### config.mk
export PLATFORM = sky130hd
export DESIGN_NAME = nearest_target_follow_control
export DESIGN_NICKNAME = d
export VERILOG_FILES = /design/src/rtl/ntf_pkg.sv /design/src/rtl/nearest_target_follow_control.sv /design/src/rtl/ntf_cfg.sv /design/src/rtl/ntf_track.sv /design/src/rtl/ntf_filter.sv
export SDC_FILE = /design/constraint.sdc
export NUM_CORES = 2
export LEC_CHECK = 0
export BUFFER_PORTS_ARGS = -buffer_cell sky130_fd_sc_hd__clkbuf_2
export CELL_PAD_IN_SITES_DETAIL_PLACEMENT = 0
export CELL_PAD_IN_SITES_GLOBAL_PLACEMENT = 1
export CORE_AREA = 2 2 271 299
export CTS_BUF_LIST = sky130_fd_sc_hd__clkbuf_2 sky130_fd_sc_hd__clkbuf_4 sky130_fd_sc_hd__clkbuf_8
export DETAILED_ROUTE_END_ITERATION = 16
export DIE_AREA = 0 0 273 301
export MAX_ROUTING_LAYER = met4
export PLACE_DENSITY = 0.72
export SYNTH_ARGS = -nofsm -noshare
export SYNTH_HDL_FRONTEND = slang
export SYNTH_SLANG_ARGS = --single-unit
### constraint.sdc
create_clock -name i_clk -period 16.6 [get_ports i_clk]
set_clock_uncertainty 0.1 [all_clocks]
set_input_delay 2.49 -clock i_clk [delete_from_list [all_inputs] [get_ports i_clk]]
set_output_delay 2.49 -clock i_clk [all_outputs]
set_load 0.03 [all_outputs]
### src/rtl/ntf_pkg.sv
// Shared types and constants for the nearest target follow controller.
`default_nettype none

package ntf_pkg;

    // Field widths
    localparam int ClassW = 8;
    localparam int RangeW = 15;
    localparam int CmdW   = 16;
    localparam int AlphaW = 17;
    localparam int CfgIdxW  = 3;
    localparam int CfgDataW = 17;

    // Register indexes
    localparam logic [CfgIdxW-1:0] REG_TARGET_CLASS = 3'd0;
    localparam logic [CfgIdxW-1:0] REG_MAX_RANGE    = 3'd1;
    localparam logic [CfgIdxW-1:0] REG_MIN_RANGE    = 3'd2;
    localparam logic [CfgIdxW-1:0] REG_ALPHA        = 3'd3;
    localparam logic [CfgIdxW-1:0] REG_FOLLOW_SPEED = 3'd4;
    localparam logic [CfgIdxW-1:0] REG_HEADING_GAIN = 3'd5;

    // Register reset values
    localparam logic [ClassW-1:0]      RST_TARGET_CLASS = 8'd0;
    localparam logic [RangeW-1:0]      RST_MAX_RANGE    = 15'd1280;
    localparam logic [RangeW-1:0]      RST_MIN_RANGE    = 15'd256;
    localparam logic [AlphaW-1:0]      RST_ALPHA        = 17'd32768;
    localparam logic signed [CmdW-1:0] RST_FOLLOW_SPEED = 16'sd256;
    localparam logic signed [CmdW-1:0] RST_HEADING_GAIN = 16'sd256;

    // 100 m start value of the running minimum, 1 m snap band, unity weight
    localparam logic [RangeW-1:0]  SENTINEL_Z     = 15'd25600;
    localparam logic signed [15:0] SNAP_THRESHOLD = 16'sd256;
    localparam logic [AlphaW-1:0]  ALPHA_ONE      = 17'd65536;

    typedef struct packed {
        logic [ClassW-1:0]      target_class;
        logic [RangeW-1:0]      max_range;
        logic [RangeW-1:0]      min_range;
        logic [AlphaW-1:0]      alpha;
        logic signed [CmdW-1:0] follow_speed;
        logic signed [CmdW-1:0] heading_gain;
    } t_cfg;

    // Summary of one finished frame, handed from tracker to filter
    typedef struct packed {
        logic [RangeW-1:0]      near_z;
        logic signed [CmdW-1:0] near_x;
        logic signed [CmdW-1:0] vel_in;
        logic signed [CmdW-1:0] ang_in;
    } t_frame;

endpackage

`default_nettype wire

### src/rtl/nearest_target_follow_control.sv
// Nearest target follow controller, top level.
//
// Input channel (i_in_valid / o_in_ready) carries one detection per item;
// an item with i_last_in_frame high closes the frame. Each detection of the
// configured class nearer than the current best replaces it; the best starts
// each frame at 100 m. Only the closing item produces a result on the output
// channel (o_out_valid / i_out_ready): drive commands, lock flag, smoothed
// range and the chosen detection. Other items produce nothing.
// Throughput: one item per cycle unless the output stalls; frames may close
// on consecutive cycles. The summary register is loaded first when a closing
// item is accepted, then the lock/filter/command logic feeds the result
// register, which drives o_out_valid. A stall on the output holds the
// result; the summary register then fills and o_in_ready drops only when
// both are full. Configuration is a plain write port (i_cfg_we, i_cfg_idx,
// i_cfg_data); the user must see that it is written only while the block
// is idle; the block itself does not enforce this. Synchronous active-low
// reset restores the register defaults, clears the smoothed range to zero,
// sets the search back to the sentinel and empties both registers.
`default_nettype none

module nearest_target_follow_control (
    input  wire logic                               i_clk,
    input  wire logic                               i_rst_n,
    input  wire logic                               i_cfg_we,
    input  wire logic [ntf_pkg::CfgIdxW-1:0]        i_cfg_idx,
    input  wire logic [ntf_pkg::CfgDataW-1:0]       i_cfg_data,
    input  wire logic                               i_in_valid,
    output logic                                    o_in_ready,
    input  wire logic                               i_detection_valid,
    input  wire logic [ntf_pkg::ClassW-1:0]         i_class_id,
    input  wire logic signed [ntf_pkg::CmdW-1:0]    i_target_x,
    input  wire logic [ntf_pkg::RangeW-1:0]         i_target_z,
    input  wire logic                               i_last_in_frame,
    input  wire logic signed [ntf_pkg::CmdW-1:0]    i_velocity_in,
    input  wire logic signed [ntf_pkg::CmdW-1:0]    i_angular_in,
    output logic                                    o_out_valid,
    input  wire logic                               i_out_ready,
    output logic signed [ntf_pkg::CmdW-1:0]         o_velocity_out,
    output logic signed [ntf_pkg::CmdW-1:0]         o_angular_out,
    output logic                                    o_locked,
    output logic [ntf_pkg::RangeW-1:0]              o_filtered_range,
    output logic signed [ntf_pkg::CmdW-1:0]         o_chosen_x,
    output logic [ntf_pkg::RangeW-1:0]              o_chosen_z
);

    ntf_pkg::t_cfg   cfg;
    ntf_pkg::t_frame frm;
    logic            frm_valid;
    logic            take;

    // Register bank
    ntf_cfg u_cfg (
        .i_clk      (i_clk),
        .i_rst_n    (i_rst_n),
        .i_cfg_we   (i_cfg_we),
        .i_cfg_idx  (i_cfg_idx),
        .i_cfg_data (i_cfg_data),
        .o_cfg      (cfg)
    );

    // Nearest search
    ntf_track u_track (
        .i_clk             (i_clk),
        .i_rst_n           (i_rst_n),
        .i_target_class    (cfg.target_class),
        .i_in_valid        (i_in_valid),
        .o_in_ready        (o_in_ready),
        .i_detection_valid (i_detection_valid),
        .i_class_id        (i_class_id),
        .i_target_x        (i_target_x),
        .i_target_z        (i_target_z),
        .i_last_in_frame   (i_last_in_frame),
        .i_velocity_in     (i_velocity_in),
        .i_angular_in      (i_angular_in),
        .i_take            (take),
        .o_frm_valid       (frm_valid),
        .o_frm             (frm)
    );

    // Lock, smoothing and commands
    ntf_filter u_filter (
        .i_clk            (i_clk),
        .i_rst_n          (i_rst_n),
        .i_cfg            (cfg),
        .i_frm_valid      (frm_valid),
        .i_frm            (frm),
        .o_take           (take),
        .o_out_valid      (o_out_valid),
        .i_out_ready      (i_out_ready),
        .o_velocity_out   (o_velocity_out),
        .o_angular_out    (o_angular_out),
        .o_locked         (o_locked),
        .o_filtered_range (o_filtered_range),
        .o_chosen_x       (o_chosen_x),
        .o_chosen_z       (o_chosen_z)
    );

endmodule

`default_nettype wire

### src/rtl/ntf_cfg.sv
// Configuration register bank.
`default_nettype none

module ntf_cfg (
    input  wire logic                          i_clk,
    input  wire logic                          i_rst_n,
    input  wire logic                          i_cfg_we,
    input  wire logic [ntf_pkg::CfgIdxW-1:0]   i_cfg_idx,
    input  wire logic [ntf_pkg::CfgDataW-1:0]  i_cfg_data,
    output ntf_pkg::t_cfg                      o_cfg
);

    ntf_pkg::t_cfg r_cfg;
    ntf_pkg::t_cfg n_cfg;

    // Write decode; unknown indexes are dropped
    always_comb begin
        n_cfg = r_cfg;
        if (i_cfg_we) begin
            unique case (i_cfg_idx)
                ntf_pkg::REG_TARGET_CLASS: n_cfg.target_class = i_cfg_data[7:0];
                ntf_pkg::REG_MAX_RANGE:    n_cfg.max_range    = i_cfg_data[14:0];
                ntf_pkg::REG_MIN_RANGE:    n_cfg.min_range    = i_cfg_data[14:0];
                ntf_pkg::REG_ALPHA:        n_cfg.alpha        = i_cfg_data[16:0];
                ntf_pkg::REG_FOLLOW_SPEED: n_cfg.follow_speed = i_cfg_data[15:0];
                ntf_pkg::REG_HEADING_GAIN: n_cfg.heading_gain = i_cfg_data[15:0];
                default: ;
            endcase
        end
    end

    always_ff @(posedge i_clk) begin
        if (!i_rst_n) begin
            r_cfg.target_class <= ntf_pkg::RST_TARGET_CLASS;
            r_cfg.max_range    <= ntf_pkg::RST_MAX_RANGE;
            r_cfg.min_range    <= ntf_pkg::RST_MIN_RANGE;
            r_cfg.alpha        <= ntf_pkg::RST_ALPHA;
            r_cfg.follow_speed <= ntf_pkg::RST_FOLLOW_SPEED;
            r_cfg.heading_gain <= ntf_pkg::RST_HEADING_GAIN;
        end else begin
            r_cfg <= n_cfg;
        end
    end

    assign o_cfg = r_cfg;

endmodule

`default_nettype wire

### src/rtl/ntf_track.sv
// Running nearest-detection search and frame summary register.
`default_nettype none

module ntf_track (
    input  wire logic                               i_clk,
    input  wire logic                               i_rst_n,
    input  wire logic [ntf_pkg::ClassW-1:0]         i_target_class,
    input  wire logic                               i_in_valid,
    output logic                                    o_in_ready,
    input  wire logic                               i_detection_valid,
    input  wire logic [ntf_pkg::ClassW-1:0]         i_class_id,
    input  wire logic signed [ntf_pkg::CmdW-1:0]    i_target_x,
    input  wire logic [ntf_pkg::RangeW-1:0]         i_target_z,
    input  wire logic                               i_last_in_frame,
    input  wire logic signed [ntf_pkg::CmdW-1:0]    i_velocity_in,
    input  wire logic signed [ntf_pkg::CmdW-1:0]    i_angular_in,
    input  wire logic                               i_take,
    output logic                                    o_frm_valid,
    output ntf_pkg::t_frame                         o_frm
);

    logic [ntf_pkg::RangeW-1:0]      r_near_z;
    logic signed [ntf_pkg::CmdW-1:0] r_near_x;
    logic                            r_frm_valid;
    ntf_pkg::t_frame                 r_frm;

    logic                            accept;
    logic                            hit;
    logic [ntf_pkg::RangeW-1:0]      cur_z;
    logic signed [ntf_pkg::CmdW-1:0] cur_x;

    // Frame register frees up in the cycle its summary moves on
    assign o_in_ready = !r_frm_valid || i_take;
    assign accept     = i_in_valid && o_in_ready;

    // Detection on this item counts before the frame closes
    assign hit   = i_detection_valid && (i_class_id == i_target_class) &&
                   (i_target_z < r_near_z);
    assign cur_z = hit ? i_target_z : r_near_z;
    assign cur_x = hit ? i_target_x : r_near_x;

    // Running minimum, back to the sentinel once a frame closes
    always_ff @(posedge i_clk) begin
        if (!i_rst_n) begin
            r_near_z <= ntf_pkg::SENTINEL_Z;
            r_near_x <= '0;
        end else if (accept) begin
            if (i_last_in_frame) begin
                r_near_z <= ntf_pkg::SENTINEL_Z;
                r_near_x <= '0;
            end else begin
                r_near_z <= cur_z;
                r_near_x <= cur_x;
            end
        end
    end

    // Frame summary valid
    always_ff @(posedge i_clk) begin
        if (!i_rst_n) begin
            r_frm_valid <= 1'b0;
        end else if (accept && i_last_in_frame) begin
            r_frm_valid <= 1'b1;
        end else if (i_take) begin
            r_frm_valid <= 1'b0;
        end
    end

    // Frame summary payload
    always_ff @(posedge i_clk) begin
        if (accept && i_last_in_frame) begin
            r_frm.near_z <= cur_z;
            r_frm.near_x <= cur_x;
            r_frm.vel_in <= i_velocity_in;
            r_frm.ang_in <= i_angular_in;
        end
    end

    assign o_frm_valid = r_frm_valid;
    assign o_frm       = r_frm;

endmodule

`default_nettype wire

### src/rtl/ntf_filter.sv
// Lock decision, range smoothing, command forming and result register.
`default_nettype none

module ntf_filter (
    input  wire logic                               i_clk,
    input  wire logic                               i_rst_n,
    input  wire ntf_pkg::t_cfg                      i_cfg,
    input  wire logic                               i_frm_valid,
    input  wire ntf_pkg::t_frame                    i_frm,
    output logic                                    o_take,
    output logic                                    o_out_valid,
    input  wire logic                               i_out_ready,
    output logic signed [ntf_pkg::CmdW-1:0]         o_velocity_out,
    output logic signed [ntf_pkg::CmdW-1:0]         o_angular_out,
    output logic                                    o_locked,
    output logic [ntf_pkg::RangeW-1:0]              o_filtered_range,
    output logic signed [ntf_pkg::CmdW-1:0]         o_chosen_x,
    output logic [ntf_pkg::RangeW-1:0]              o_chosen_z
);

    logic [ntf_pkg::RangeW-1:0]      r_smooth;
    logic                            r_out_valid;
    logic signed [ntf_pkg::CmdW-1:0] r_vel;
    logic signed [ntf_pkg::CmdW-1:0] r_ang;
    logic                            r_locked;
    logic [ntf_pkg::RangeW-1:0]      r_filt;
    logic signed [ntf_pkg::CmdW-1:0] r_cx;
    logic [ntf_pkg::RangeW-1:0]      r_cz;

    logic                            locked;
    logic [ntf_pkg::AlphaW-1:0]      alpha;
    logic signed [15:0]              diff;
    logic                            snap;
    logic [ntf_pkg::RangeW-1:0]      base;
    logic signed [15:0]              step;
    logic signed [33:0]              prod;
    logic signed [17:0]              delta;
    logic signed [17:0]              sum;
    logic [ntf_pkg::RangeW-1:0]      n_smooth;
    logic signed [31:0]              hprod;
    logic signed [23:0]              hq;
    logic signed [ntf_pkg::CmdW-1:0] ang_sat;
    logic signed [ntf_pkg::CmdW-1:0] n_vel;
    logic signed [ntf_pkg::CmdW-1:0] n_ang;

    // Result register accepts a new frame when empty or being drained
    assign o_take = i_frm_valid && (!r_out_valid || i_out_ready);

    assign locked = i_frm.near_z < i_cfg.max_range;
    assign alpha  = (i_cfg.alpha > ntf_pkg::ALPHA_ONE) ? ntf_pkg::ALPHA_ONE : i_cfg.alpha;

    // Snap when the new range is more than 1 m away from the smoothed one
    assign diff = $signed({1'b0, i_frm.near_z}) - $signed({1'b0, r_smooth});
    assign snap = (diff > ntf_pkg::SNAP_THRESHOLD) || (diff < -ntf_pkg::SNAP_THRESHOLD);
    assign base = snap ? i_frm.near_z : r_smooth;
    assign step = snap ? 16'sd0 : diff;

    // EMA as base + alpha*(z - base) >> 16, floor of a non-negative total
    assign prod     = $signed({1'b0, alpha}) * step;
    assign delta    = prod[33:16];
    assign sum      = $signed({3'b000, base}) + delta;
    assign n_smooth = sum[14:0];

    // Heading: floor(x * gain / 256), saturated to 16 bits
    assign hprod = i_frm.near_x * i_cfg.heading_gain;
    assign hq    = hprod[31:8];
    always_comb begin
        if (hq > 24'sd32767) begin
            ang_sat = 16'sh7fff;
        end else if (hq < -24'sd32768) begin
            ang_sat = 16'sh8000;
        end else begin
            ang_sat = hq[15:0];
        end
    end

    // Command selection
    always_comb begin
        n_vel = i_frm.vel_in;
        n_ang = i_frm.ang_in;
        if (locked) begin
            n_ang = ang_sat;
            if (n_smooth > i_cfg.min_range) begin
                n_vel = i_cfg.follow_speed;
            end
        end
    end

    // Smoothed range state
    always_ff @(posedge i_clk) begin
        if (!i_rst_n) begin
            r_smooth <= '0;
        end else if (o_take && locked) begin
            r_smooth <= n_smooth;
        end
    end

    // Result valid
    always_ff @(posedge i_clk) begin
        if (!i_rst_n) begin
            r_out_valid <= 1'b0;
        end else if (o_take) begin
            r_out_valid <= 1'b1;
        end else if (i_out_ready) begin
            r_out_valid <= 1'b0;
        end
    end

    // Result payload
    always_ff @(posedge i_clk) begin
        if (o_take) begin
            r_vel    <= n_vel;
            r_ang    <= n_ang;
            r_locked <= locked;
            r_filt   <= locked ? n_smooth : r_smooth;
            r_cx     <= i_frm.near_x;
            r_cz     <= i_frm.near_z;
        end
    end

    assign o_out_valid      = r_out_valid;
    assign o_velocity_out   = r_vel;
    assign o_angular_out    = r_ang;
    assign o_locked         = r_locked;
    assign o_filtered_range = r_filt;
    assign o_chosen_x       = r_cx;
    assign o_chosen_z       = r_cz;

endmodule

`default_nettype wire

==> metrics.md <==
| Metric | Value |
|---|---|
| Outcome | finished clean |
| Share of the synthesized area in compound gates (AO/OA/AOI/OAI) | 0.0866 |
| Final antenna-violating net count | 0 |
| Floorplan Core Area | roughly 79,000 sq um |
| Root Buffer | sky130_fd_sc_hd__clkbuf_8 |
| Vias | 22,700 |
| Die height | 301 um |
| Slowest Stage Delay on Critical Path | 0.93 ns |
| Parity-gate share of the synthesized area counting xor and xnor cells | 0.0225 |
| Reg-to-reg slack, setup | 1.97 ns |
| RSZ-0062 raised after global routing | false |
| Maximum VDD drop | around 63 uV |
| Worst Path Required | around 17 ns |
| Post-route DRC | 0 |
| Met1 wire length | 36,000 um |
| Average size of a mapped cell | 9.36 sq um |
| Global-route wire length before repair | 135,000 um |
| Synth Instances | 3,358 |
| Data arrival time of the critical path | 14.93 ns |
| Syn Nets | 4,180 |
| Number of rows created at floorplan | 108 |
| Starting density of the core | 0.398 |
| Number of hold violations in the final report | 0 |
| Leakage power of the design | 15.9 nW |
| Average wire per cell in the routed design | 18.8 um |
| 1st-iter DRT viols | 1,256 |
| Type of the tightest min-delay check | register to register |
| Min cycle time layout | 14.63 ns |
| Met3 wire length | around 5900 um |
| Met2 wire length | 40,800 um |
| Combined global-route utilization of all metal layers | 0.222 |
| Number of slew-limit violations in the final report | 0 |
| Crit path kind | register to register |
| CP endpoint kind | register |
| Startpoint class of the critical path | register |
| Remaining Overflow, GRT | 0 |
| Count of input and output buffers | between 150 and 200 |
| Slew HR | 0.253 |
| Routability cong. | between 0.8 and 0.9 |
| Highest Signal Layer | met4 |
| Detailed-routing iteration count for the pre-antenna-repair pass | 6 |
| Proportion of synthesized chip area in sequential cells | 0.222 |
| Endpoints failing setup | 0 |
| Most used DFF post-synth | sky130_fd_sc_hd__edfxtp_1 |
| Post-synthesis simple-gate area fraction | 0.143 |
| Insertion delay of the later-clocked pin in the worst-skew pair | 0.66 ns |
| Critical Path Slowest Stage Cell | sky130_fd_sc_hd__o311a_1 |
| Highest clock frequency the design can meet | 68.3 MHz |
| Clock buffer count from CTS | 51 |
| Synth-to-layout area growth | 9.79% |
| Maximum number of pins on one net before global-route repair | between 60 and 70 |
| Most repeated library cell on the critical path | sky130_fd_sc_hd__fa_1 |
| EDFF count, synth | 142 |
| Number of vias per cell after detailed routing | 4.97 |
| CTS Hold Buffers Added | 0 |
| Total wire length | 86,000 um |
| Final cell utilization of the core | 0.437 |
| Fraction of final layout cells sized beyond drive strength 1 | 0.108 |
| Critical path fanouts, max | 51 |
| Number of clock sinks | 277 |
| Power density over cell area | around 54 nW/um^2 |
| Setup TNS | 0 ns |
| Die width | approximately 270 um |
| Cell variety after synth | 70 |
| Clock-pin slew on the worst setup and hold paths | 0.06 ns |
| Antenna violations before repair | 9 |
| Number of gates resized after cts | 0 |
| Count of boundary I/O pins | approximately 180 |
| Yosys Warn Count | 0 |
| Estimated wirelength of the detail-placed design | around 68,000 um |
| Multiplexer share of the synthesized area | 0.0288 |
| Buffer levels on the longest clock path | 3 |
| Share of the clock period used by the worst path after layout | 0.881 |
| Flip-flop and latch count after synthesis | 277 |
| MaxCap Viol Count | 0 |
| Synthesized cell area | ~31,000 sq um |
| Post-CTS repair timing setup buffer count | 0 |
| Area of the die | 82,200 sq um |
| # nets final | 4,302 |
| Adder-Cell Fraction of Synth Area | 0.401 |
| CTS tree | yes |
| Share of synthesized flip-flops with an asynchronous set or reset | 0 |
| Total number of H-tree levels | 2 |
| Number of global-route vias before repair | 23,700 |
| Filler cells | between 7,000 and 8,000 |
| Main combinational cell family by area after synthesis | adder cells |
| Tightest Pin Transition | 1.12 ns |
-- path summary, 6_finish.rpt --
path	startpoint	endpoint	cells after the start
worst max-delay path	u_track.o_frm[48]	u_filter.o_velocity_out[14]	49
worst min-delay path	u_cfg.o_cfg[59]	u_cfg.o_cfg[59]	2
worst max register to register	u_track.o_frm[48]	u_filter.o_velocity_out[14]	49
worst min register to register	u_cfg.o_cfg[59]	u_cfg.o_cfg[59]	2
-- cell usage after synthesis (51+ instances only) --
cell type,count,share of area
sky130_fd_sc_hd__o21ai_0,59,0.0094
sky130_fd_sc_hd__mux2_2,51,0.018
sky130_fd_sc_hd__and2_1,119,0.024
sky130_fd_sc_hd__inv_1,666,0.080
sky130_fd_sc_hd__ha_1,254,0.10
sky130_fd_sc_hd__xnor2_1,51,0.014
sky130_fd_sc_hd__nor2_1,145,0.017
sky130_fd_sc_hd__a21boi_0,99,0.024
sky130_fd_sc_hd__a21oi_1,53,0.0084
sky130_fd_sc_hd__a21o_1,65,0.016
sky130_fd_sc_hd__edfxtp_1,142,0.14
sky130_fd_sc_hd__fa_1,470,0.30
sky130_fd_sc_hd__clkbuf_1,123,0.015
sky130_fd_sc_hd__dfxtp_1,135,0.086
sky130_fd_sc_hd__nand2_1,567,0.068
-- where the power goes --
part           total [mW]  switching (mW)  leakage (nW)  internal (mW)
registers           0.758          0.0210          2.39          0.737
clock network       0.732           0.313         0.600          0.419
logic               0.376           0.230          12.9          0.146
total                1.87           0.564          15.9           1.30
-- critical path, delay by kind of cell, from the launching register on --
family                   cells  cell delay [ns]
AO/OA/AOI/OAI               16             4.44
XOR/XNOR                     3             0.77
adder cells (fa/ha/maj)     11             4.30
buffers and inverters        8             1.14
flip-flops                   1             0.44
multiplexers                 1             0.42
AND/OR/NAND/NOR             10             2.72
-- state kept, by name (all words and copies together), names as in the netlist, 16 cells and up --
register                 flops
u_cfg.o_cfg                 87
u_track.o_frm               63
u_filter.o_angular_out      16
u_filter.o_chosen_x         16
u_filter.o_velocity_out     16
u_track.r_near_x            16
-- layer usage --
metal,vias to the layer above,global-route usage
li1,10700,-
met1,11200,0.279
met2,580,0.352
met3,184,0.0480
met4,0,0.0817
met5,-,-
-- through the flow --
stage,cell area [sq um],hold slack [ns],cells,setup WS [ns],power (mW)
floorplan,31400,0.335,3358,3.95,1.03
global placement,33300,0.351,4472,2.39,1.15
detailed placement,33300,0.356,4472,2.13,1.15
CTS,34500,0.364,4566,2.05,1.90
global route,34500,0.382,4571,1.00,1.97
finish,34500,0.361,4571,1.97,1.87
-- area by class of cell --
| cell class | instances | area [sq um] | area share |
|---|---|---|---|
| antenna | 5 | 12.5 | 0.000363 |
| clock buffer | 80 | 1000 | 0.0290 |
| multi-input combinational | 2280 | 21500 | 0.622 |
| sequential | 277 | 6970 | 0.202 |
| clock inverter | 14 | 155 | 0.00450 |
| tap | 1045 | 1310 | 0.0379 |
| inverter | 667 | 2510 | 0.0728 |
| timing repair buffer | 203 | 1080 | 0.0313 |
-- cells by family (layout without fill, tap and decap cells) --
logic type | Yosys count | after routing
other | 0 | 5
flip-flops | 277 | 277
multiplexers | 84 | 84
AO/OA/AOI/OAI | 386 | 386
adder cells (fa/ha/maj) | 724 | 724
buffers and inverters | 801 | 964
AND/OR/NAND/NOR | 1007 | 1007
XOR/XNOR | 79 | 79
-- cell usage in the layout, fill, tap and decap left out, drive strengths merged, types with 33 or more instances in the layout --
cell / n
edfxtp: 142
fa: 470
nor2: 145
nand2: 567
clkbuf: 257
a21o: 65
nand2b: 34
and2: 119
ha: 254
a21boi: 99
inv: 667
a21oi: 53
dfxtp: 135
o21ai: 59
xnor2: 51
mux2i: 33
mux2: 51
(Power assumes the default switching activity.)
